--- src/rtl/pras_pkg.sv ---
// Shared types and constants for the probabilistic ring automaton step block.
package pras_pkg;

  localparam int DEFAULT_MAX_CELLS = 1024;
  localparam int MIN_CELLS         = 3;
  localparam int CNT_W             = 11;
  localparam int GEN_W             = 32;
  localparam int CFG_W             = 11;
  localparam int RESET_RING_LENGTH = 1024;

  // request kinds
  typedef enum logic {
    REQ_LOAD   = 1'b0,
    REQ_UPDATE = 1'b1
  } req_kind_t;

  // rule selection
  typedef enum logic {
    MODE_ALPHA      = 1'b0,
    MODE_ALPHA_BETA = 1'b1
  } rule_mode_t;

  // configuration register indexes
  typedef enum logic {
    REG_RING_LENGTH = 1'b0,
    REG_RULE_MODE   = 1'b1
  } cfg_reg_t;

  // one input request
  typedef struct packed {
    req_kind_t req_type;
    logic      init_value;
    logic      alpha_flip;
    logic      beta_flip;
  } in_req_t;

  // one generation result
  typedef struct packed {
    logic [GEN_W-1:0] generation_index;
    logic [CNT_W-1:0] ones_count;
    logic [CNT_W-1:0] zeros_count;
    logic [CNT_W-1:0] pairs_zero_zero;
    logic [CNT_W-1:0] pairs_zero_one;
    logic [CNT_W-1:0] pairs_one_zero;
    logic [CNT_W-1:0] pairs_one_one;
  } out_res_t;

  // control from the update stage to the statistics unit
  typedef struct packed {
    logic fire;   // stage holds a request that completes this cycle
    logic load;   // request is a load
    logic first;  // cell index 0
    logic last;   // last cell of the ring
    logic nv;     // new cell value (updates)
    logic clr;    // ring length written: drop tallies
  } stats_ctl_t;

endpackage

--- src/rtl/probabilistic_ring_automaton_step.sv ---
// Top level: cell memory, sweep pointer, update stage and result register.
// A result is registered when the last cell's update leaves the update stage.
// One request per cycle unless stalled; only a held result blocks a finished generation.
// Reset and every ring_length write stall the input for one cycle while the wrap-around
// neighbor (last cell) is fetched from cell memory. Cell memory is not cleared;
// reset clears pointer, tallies, generation counter and carried cells.
module probabilistic_ring_automaton_step #(
  parameter int MAX_CELLS = pras_pkg::DEFAULT_MAX_CELLS
) (
  input  logic                         clk,
  input  logic                         rst_n,
  input  logic                         in_valid,
  output logic                         in_stall,
  input  pras_pkg::in_req_t            in_data,
  output logic                         out_valid,
  input  logic                         out_stall,
  output pras_pkg::out_res_t           out_data,
  input  logic                         cfg_we,
  input  pras_pkg::cfg_reg_t           cfg_idx,
  input  logic [pras_pkg::CFG_W-1:0]   cfg_wdata
);

  localparam int PTR_W = $clog2(MAX_CELLS);
  localparam int LEN_W = $clog2(MAX_CELLS + 1);

  // saturate a written length to the supported range
  function automatic logic [LEN_W-1:0] eff_len(input logic [pras_pkg::CFG_W-1:0] v);
    logic [31:0] w;
    w = 32'(v);
    if (w < 32'(pras_pkg::MIN_CELLS)) w = 32'(pras_pkg::MIN_CELLS);
    if (w > 32'(MAX_CELLS)) w = 32'(MAX_CELLS);
    return LEN_W'(w);
  endfunction

  logic                 mem [MAX_CELLS];

  logic [LEN_W-1:0]     len_eff_r;
  logic [PTR_W-1:0]     last_idx_r;
  pras_pkg::rule_mode_t mode_r;
  logic [LEN_W-1:0]     cfg_len;
  logic [LEN_W-1:0]     cfg_len_m1;

  logic                 refetch_r;
  logic                 fill_r;
  logic [PTR_W-1:0]     ptr_r;
  logic [PTR_W-1:0]     ptr_nxt;
  logic [PTR_W-1:0]     addr_b;
  logic                 rd_a_r;
  logic                 rd_b_r;
  logic                 l0_r;
  logic                 old_first_r;
  logic                 old_prev_r;

  logic                 v1_r;
  pras_pkg::in_req_t    req1_r;
  logic                 first1_r;
  logic                 last1_r;
  logic [PTR_W-1:0]     addr1_r;

  logic                 len_wr;
  logic                 in_accept;
  logic                 is_upd;
  logic                 emits;
  logic                 s1_go;
  logic                 s1_fire;
  logic                 l_val;
  logic                 r_val;
  logic                 nv;
  logic                 wd;

  logic                 out_valid_r;
  pras_pkg::out_res_t   out_data_r;
  pras_pkg::out_res_t   res;
  pras_pkg::stats_ctl_t sctl;

  // configuration registers
  assign len_wr     = cfg_we && (cfg_idx == pras_pkg::REG_RING_LENGTH);
  assign cfg_len    = eff_len(cfg_wdata);
  assign cfg_len_m1 = cfg_len - LEN_W'(1);

  always_ff @(posedge clk) begin
    if (!rst_n) begin
      len_eff_r  <= eff_len(pras_pkg::CFG_W'(pras_pkg::RESET_RING_LENGTH));
      last_idx_r <= PTR_W'(eff_len(pras_pkg::CFG_W'(pras_pkg::RESET_RING_LENGTH))
                           - LEN_W'(1));
      mode_r     <= pras_pkg::MODE_ALPHA;
    end else if (cfg_we) begin
      unique case (cfg_idx)
        pras_pkg::REG_RING_LENGTH: begin
          len_eff_r  <= cfg_len;
          last_idx_r <= PTR_W'(cfg_len_m1);
        end
        pras_pkg::REG_RULE_MODE: begin
          mode_r <= pras_pkg::rule_mode_t'(cfg_wdata[0]);
        end
        default: ;
      endcase
    end
  end

  // handshake
  assign is_upd    = (req1_r.req_type == pras_pkg::REQ_UPDATE);
  assign emits     = v1_r && is_upd && last1_r;
  assign s1_go     = !emits || !out_valid_r || !out_stall;
  assign s1_fire   = v1_r && s1_go;
  assign in_stall  = refetch_r || (v1_r && !s1_go);
  assign in_accept = in_valid && !in_stall;

  // fetch of the last cell after reset or a length change
  always_ff @(posedge clk) begin
    if (!rst_n) begin
      refetch_r <= 1'b1;
      fill_r    <= 1'b0;
    end else begin
      refetch_r <= len_wr;
      fill_r    <= refetch_r;
    end
  end

  // sweep pointer
  assign ptr_nxt = (ptr_r == last_idx_r) ? '0 : ptr_r + PTR_W'(1);

  always_ff @(posedge clk) begin
    if (!rst_n) begin
      ptr_r <= '0;
    end else if (len_wr) begin
      ptr_r <= '0;
    end else if (in_accept) begin
      ptr_r <= ptr_nxt;
    end
  end

  // read port B: right neighbor, or the last cell during a fetch
  always_comb begin
    if (refetch_r || (ptr_r == last_idx_r)) begin
      addr_b = last_idx_r;
    end else begin
      addr_b = ptr_r + PTR_W'(1);
    end
  end

  // cell memory: one write, two registered reads
  always_ff @(posedge clk) begin
    if (s1_fire) begin
      mem[addr1_r] <= wd;
    end
    if (in_accept) begin
      rd_a_r <= mem[ptr_r];
    end
    if (in_accept || refetch_r) begin
      rd_b_r <= mem[addr_b];
    end
  end

  // update stage register
  always_ff @(posedge clk) begin
    if (!rst_n) begin
      v1_r <= 1'b0;
    end else if (s1_fire || !v1_r) begin
      v1_r <= in_accept;
    end
  end

  always_ff @(posedge clk) begin
    if (in_accept) begin
      req1_r   <= in_data;
      first1_r <= (ptr_r == '0);
      last1_r  <= (ptr_r == last_idx_r);
      addr1_r  <= ptr_r;
    end
  end

  // neighbors from the old generation
  assign l_val = first1_r ? l0_r : old_prev_r;
  assign r_val = last1_r ? old_first_r : rd_b_r;

  pras_rule u_rule (
    .mode  (mode_r),
    .l     (l_val),
    .s     (rd_a_r),
    .r     (r_val),
    .alpha (req1_r.alpha_flip),
    .beta  (req1_r.beta_flip),
    .nv    (nv)
  );

  assign wd = is_upd ? nv : req1_r.init_value;

  // carried old cells, and the last cell as seen by cell zero
  always_ff @(posedge clk) begin
    if (!rst_n) begin
      old_first_r <= 1'b0;
      old_prev_r  <= 1'b0;
      l0_r        <= 1'b0;
    end else begin
      if (s1_fire && is_upd) begin
        old_prev_r <= rd_a_r;
        if (first1_r) begin
          old_first_r <= rd_a_r;
        end
      end
      if (fill_r) begin
        l0_r <= rd_b_r;
      end else if (s1_fire && last1_r) begin
        l0_r <= wd;
      end
    end
  end

  // statistics
  always_comb begin
    sctl.fire  = s1_fire;
    sctl.load  = !is_upd;
    sctl.first = first1_r;
    sctl.last  = last1_r;
    sctl.nv    = nv;
    sctl.clr   = len_wr;
  end

  pras_stats #(
    .MAX_CELLS (MAX_CELLS)
  ) u_stats (
    .clk     (clk),
    .rst_n   (rst_n),
    .ctl     (sctl),
    .len_eff (len_eff_r),
    .res     (res)
  );

  // result register
  always_ff @(posedge clk) begin
    if (!rst_n) begin
      out_valid_r <= 1'b0;
    end else if (s1_fire && emits) begin
      out_valid_r <= 1'b1;
    end else if (!out_stall) begin
      out_valid_r <= 1'b0;
    end
  end

  always_ff @(posedge clk) begin
    if (s1_fire && emits) begin
      out_data_r <= res;
    end
  end

  assign out_valid = out_valid_r;
  assign out_data  = out_data_r;

endmodule

--- src/rtl/pras_rule.sv ---
// Cell update rule: new value from left, self, right and the random events.
module pras_rule (
  input  pras_pkg::rule_mode_t mode,
  input  logic                 l,
  input  logic                 s,
  input  logic                 r,
  input  logic                 alpha,
  input  logic                 beta,
  output logic                 nv
);

  logic ap0;
  logic ap1;

  // alpha results for the two modes
  assign ap0 = (~s & (l | r)) | (l & r);
  assign ap1 = (~s & (l ^ r)) | (l & r);

  always_comb begin
    unique case (mode)
      pras_pkg::MODE_ALPHA: begin
        nv = alpha ? ap0 : s;
      end
      pras_pkg::MODE_ALPHA_BETA: begin
        // both events saturate to the OR of their results
        if (alpha || beta) begin
          nv = (alpha & ap1) | (beta & r);
        end else begin
          nv = s;
        end
      end
      default: nv = s;
    endcase
  end

endmodule

--- src/rtl/pras_stats.sv ---
// Generation statistics: ones and neighbor pair tallies, generation counter.
module pras_stats #(
  parameter int MAX_CELLS = pras_pkg::DEFAULT_MAX_CELLS
) (
  input  logic                                clk,
  input  logic                                rst_n,
  input  pras_pkg::stats_ctl_t                ctl,
  input  logic [$clog2(MAX_CELLS+1)-1:0]      len_eff,
  output pras_pkg::out_res_t                  res
);

  localparam int LEN_W = $clog2(MAX_CELLS + 1);
  localparam int ZW    = (LEN_W > pras_pkg::CNT_W) ? LEN_W : pras_pkg::CNT_W;

  logic [pras_pkg::CNT_W-1:0] ones_r;
  logic [pras_pkg::CNT_W-1:0] ones_nxt;
  logic [pras_pkg::CNT_W-1:0] pair_r   [4];
  logic [pras_pkg::CNT_W-1:0] pair_nxt [4];
  logic [pras_pkg::GEN_W-1:0] gen_r;
  logic [pras_pkg::GEN_W-1:0] gen_nxt;
  logic                       new_first_r;
  logic                       new_prev_r;
  logic                       upd;
  logic                       inc_a;
  logic                       inc_b;
  logic [1:0]                 idx_a;
  logic [1:0]                 idx_b;
  logic [ZW-1:0]              ones_z;
  logic [ZW-1:0]              len_z;
  logic [ZW-1:0]              zeros_z;

  assign upd   = ctl.fire & (ctl.load == 1'b0);
  // pair ending at this cell, and the wrap pair closing the ring
  assign inc_a = upd & ~ctl.first;
  assign inc_b = upd & ctl.last;
  assign idx_a = {new_prev_r, ctl.nv};
  assign idx_b = {ctl.nv, new_first_r};

  // tallies including the current cell
  always_comb begin
    ones_nxt = ones_r + pras_pkg::CNT_W'(ctl.nv);
    gen_nxt  = gen_r + pras_pkg::GEN_W'(1);
    for (int k = 0; k < 4; k++) begin
      pair_nxt[k] = pair_r[k]
                  + pras_pkg::CNT_W'(inc_a && (idx_a == 2'(k)))
                  + pras_pkg::CNT_W'(inc_b && (idx_b == 2'(k)));
    end
  end

  // zeros: length minus ones, floored at zero
  always_comb begin
    ones_z  = ZW'(ones_nxt);
    len_z   = ZW'(len_eff);
    zeros_z = (ones_z <= len_z) ? (len_z - ones_z) : '0;
  end

  always_comb begin
    res.generation_index = gen_nxt;
    res.ones_count       = ones_nxt;
    res.zeros_count      = pras_pkg::CNT_W'(zeros_z);
    res.pairs_zero_zero  = pair_nxt[0];
    res.pairs_zero_one   = pair_nxt[1];
    res.pairs_one_zero   = pair_nxt[2];
    res.pairs_one_one    = pair_nxt[3];
  end

  // tally registers; cleared whenever the sweep wraps or the ring length is written
  always_ff @(posedge clk) begin
    if (!rst_n) begin
      ones_r <= '0;
      for (int k = 0; k < 4; k++) begin
        pair_r[k] <= '0;
      end
    end else if (ctl.clr || (ctl.fire && ctl.last)) begin
      ones_r <= '0;
      for (int k = 0; k < 4; k++) begin
        pair_r[k] <= '0;
      end
    end else if (upd) begin
      ones_r <= ones_nxt;
      for (int k = 0; k < 4; k++) begin
        pair_r[k] <= pair_nxt[k];
      end
    end
  end

  // generation counter and carried new-generation cells
  always_ff @(posedge clk) begin
    if (!rst_n) begin
      gen_r       <= '0;
      new_first_r <= 1'b0;
      new_prev_r  <= 1'b0;
    end else begin
      if (ctl.fire && ctl.load) begin
        gen_r <= '0;
      end else if (upd && ctl.last) begin
        gen_r <= gen_nxt;
      end
      if (upd) begin
        new_prev_r <= ctl.nv;
        if (ctl.first) begin
          new_first_r <= ctl.nv;
        end
      end
    end
  end

endmodule

--- config.mk ---
export PLATFORM = sky130hd
export DESIGN_NAME = probabilistic_ring_automaton_step
export DESIGN_NICKNAME = d
export VERILOG_FILES = /design/src/rtl/pras_pkg.sv /design/src/rtl/probabilistic_ring_automaton_step.sv /design/src/rtl/pras_rule.sv /design/src/rtl/pras_stats.sv
export SDC_FILE = /design/constraint.sdc
export NUM_CORES = 2
export LEC_CHECK = 0
export BUFFER_PORTS_ARGS = -buffer_cell sky130_fd_sc_hd__buf_2
export CAP_MARGIN = 20
export CORE_MARGIN = 3
export CORE_UTILIZATION = 59
export CTS_BUF_LIST = sky130_fd_sc_hd__clkbuf_4 sky130_fd_sc_hd__clkbuf_8
export CTS_CLUSTER_SIZE = 8
export DETAILED_ROUTE_END_ITERATION = 10
export MAX_ROUTING_LAYER = met4
export PLACE_DENSITY = 0.79
export SLEW_MARGIN = 20
export SYNTH_ARGS = -nofsm -noshare
export SYNTH_HDL_FRONTEND = slang
export SYNTH_SLANG_ARGS = --single-unit
--- constraint.sdc ---
create_clock -name clk -period 36.8 [get_ports clk]
set_clock_uncertainty 0.2 [all_clocks]
set_input_delay 0 -clock clk [delete_from_list [all_inputs] [get_ports clk]]
set_output_delay 0 -clock clk [all_outputs]
set_load 0.02 [all_outputs]
==> qor.yml <==
fin_nets: 5682
rows: 120
layout-drive-gt1-share_pct: 17.6
synthesis.area_sq_um: 64600
ys_dominant_reg_cell: "edfxtp_1"
slew_headroom_pct: 17.1
vias_per_cell: 6.87
synth_top_area_share_pct: 54.5
path_clk_slew_ns: 0.07
crit_fanout: 160
path_class: "register to register"
p_sw_share_pct: 25.3
hold_path_class: "primary input to register"
synth_top_family_by_area: "simple AND/OR/NAND/NOR gates"
h-tree-depth: 4
synth_area_per_cell_sq_um: 11.5
status: "completed"
worstPathRequired_ns: 37.37
ys_seq_area_share_pct: 57.5
yosys.area.top_type: "edfxtp_1"
die_h_um: 337
synth-compound-area-share_pct: 6.11
hp-start: "cfg_wdata[10]"
peakVddDrop_uv: 31.2
final.min_clock_period_ns: 7.02
clock_path_buffers: 3
p_leak_nw: 22.9
drt_iter0_markers: 8443
first_global_vias: 47600
crit_chain: "xor2_1 > or4_4 > o31a_4 > nor2_8 > buf_4 > buf_12 > mux2i_1 > a221oi_1 > o31ai_1 > a211o_1 > o21ai_0 > o221ai_1 > o41a_1 > a22oi_1"
drv_cap: 0
synth_edf_count: 1173
core_area_sq_um: 108000
numPortBuffers: 120
synthTopCellsByCount: "nor2_1 (1191), edfxtp_1 (1173), nand2_1 (870)"
hold_viol_final: 0
die_area_sq_um: 114000
place.gp.congestion: 0.967
power_mw: 3.11
synth_fa_ha_area_share_pct: 0.654
drc_errors: 0
drv_slew: 0
yosys.cell_count.top_type: "nor2_1"
worst-path-buf-inv: 2
cts.sinks: 1268
cts_root_buf: "clkbuf_8"
yosys_warnings: 0
synthMuxAreaShare_pct: 14.5
worst_slew_pin_slew_ns: 1.24
routed_wl_um: 204000
r2r_setup_slack_ns: 29.78
pwr-share-seq_pct: 51.4
cp_top_family: "compound AO/OA/AOI/OAI gates"
crit_slowest_cell: "dfxtp_1"
grt_max_degree: 175
initial_core_util_pct: 59.9
power.internal_mw: 2.32
io_pins: 121
cp-start-kind: "register"
areaGrowthSynthToFinish_pct: 9.80
synth_seq_cells: 1268
p_clk_share_pct: 39.2
die_w_um: 337
dp_hpwl_um: 113000
clkLatencyLatePin_ns: 0.94
end_kind: "register"
holdWs_ns: 0.115
max_stage_delay_ns: 1.02
gr-total-overflow: 0
antenna_found_initial: 8
grt_usage_pct: 36.8
rsz0062_at_grt: "false"
first_pass_iters: 9
critPathLaunch: "last_idx_r[0]$_SDFFE_PN1P_"
ant_nets: 0
postSynthCellCount: 5629
async_reset_ff_share_pct: 0
cts_tree: "built"
synth_cell_types: 80
synth.net_count: 5676
pwr_density_cell_nw_per_um2: 43.8
tns_ns: 0
dr_total_vias: 49600
comb_power_share_pct: 9.3
synth-simple-area-share_pct: 16.0
r2r-start: "last_idx_r[0]$_SDFFE_PN1P_"
min_period_over_period_pct: 19.1
p_switching_uw: 786
grt_pass1_wl_um: 298000
cp.arrival_ns: 7.60
yosys-top-cells-area: "edfxtp_1 (55%), mux4_2 (12%), nor2_1 (6.9%)"
max_freq_mhz: 142
setup_viol: 0
yosys.area_share.xor_xnor_pct: 2.02
numCtsBuffers: 204
routedWlPerCell_um: 28.2
-- registers in the layout, summed over array words and instances (netlist names), 3 cells and up --
signal	count
len_eff_r	11
out_data	98
u_stats.ones_r	11
last_idx_r	10
req1_r	3
u_stats.gen_r	32
addr1_r	10
u_stats.pair_r	44
mem	1024
ptr_r	10
-- cell families (layout without fill, tap and decap cells) --
logic type | count (synthesis) | after routing
compound gates | 622 | 622
xor+xnor | 149 | 149
fa+ha+maj | 32 | 32
buf+inv | 529 | 693
flops | 1268 | 1268
mux | 509 | 509
other cells | 0 | 14
simple gates | 2520 | 2520
-- through the flow --
step	setup WS, ns	util [%]	instance area (sq um)	std cells
floorplan	2.22	-	64600	5629
global placement	30.06	61.4	66100	6766
detailed placement	29.98	61.4	66200	6766
CTS	29.95	65.6	70700	7188
global route	29.49	65.8	71000	7209
finish	29.78	65.8	71000	7210
-- metal layers --
layer	GRT usage [%]	wire, um
met1	45.7	66600
met2	51.6	86900
met3	13.4	35400
met4	22.4	14700
met5	-	0
-- layout by cell type, fill, tap and decap left out, drive strengths merged, types with 15 or more instances in the layout --
cell	instances
edfxtp	1173
a21oi	286
xnor2	79
mux2i	148
a32oi	22
a211oi	21
mux2	24
nand2	870
buf	231
nor3	56
o22ai	33
xor2	70
and2	38
and3	29
nor4	43
o221ai	15
dlygate4sd3	58
clkbuf	307
a31oi	46
ha	21
nor2	1192
nand4	22
mux4	337
o21ai	63
or3	21
inv	49
dfxtp	95
nand3	205
clkinv	43
-- path summary, 6_finish.rpt --
kind                                             endpoint  depth (start not counted)
worst max-delay path                     rd_b_r$_DFFE_PP_                         14
worst min-delay path            len_eff_r[7]$_SDFFE_PN0P_                          6
worst max register to register           rd_b_r$_DFFE_PP_                         14
worst min register to register    old_prev_r$_SDFFE_PN0P_                          2
-- worst min-delay path, delay by kind of cell --
kind                   cells  cell delay, ns
buffers and inverters      3            0.89
and+or+nand+nor            2            0.18
AOI/OAI and AO/OA          1            0.12
-- layout make-up --
class / count / area (sq um)
Antenna cell: 14 / 35.0
Clock buffer: 307 / 3640
Clock inverter: 57 / 380
Fill cell: 7735 / 36800
Inverter: 40 / 153
Multi-Input combinational cell: 3832 / 25700
Sequential cell: 1268 / 37100
Tap cell: 1403 / 1760
Timing Repair Buffer: 289 / 2140
-- repair_timing --
| item | 4_1_cts | 5_1_grt |
|---|---|---|
| gates resized for setup | 0 | 0 |
| hold buffers | 58 | 0 |
| setup buffers | 0 | 0 |
| endpoints found under the hold margin | 153 | 0 |
-- power groups by stage --
stage | Sequential [mW] | Clock [mW] | Combinational [mW]
after floorplan | 1.68 | 0 | 0.176
after global placement | 1.63 | 0 | 0.262
after detailed placement | 1.63 | 0 | 0.269
after CTS | 1.60 | 1.22 | 0.275
after global routing | 1.60 | 1.28 | 0.300
final | 1.60 | 1.22 | 0.290
No activity file was read; power rests on OpenSTA's default activity.
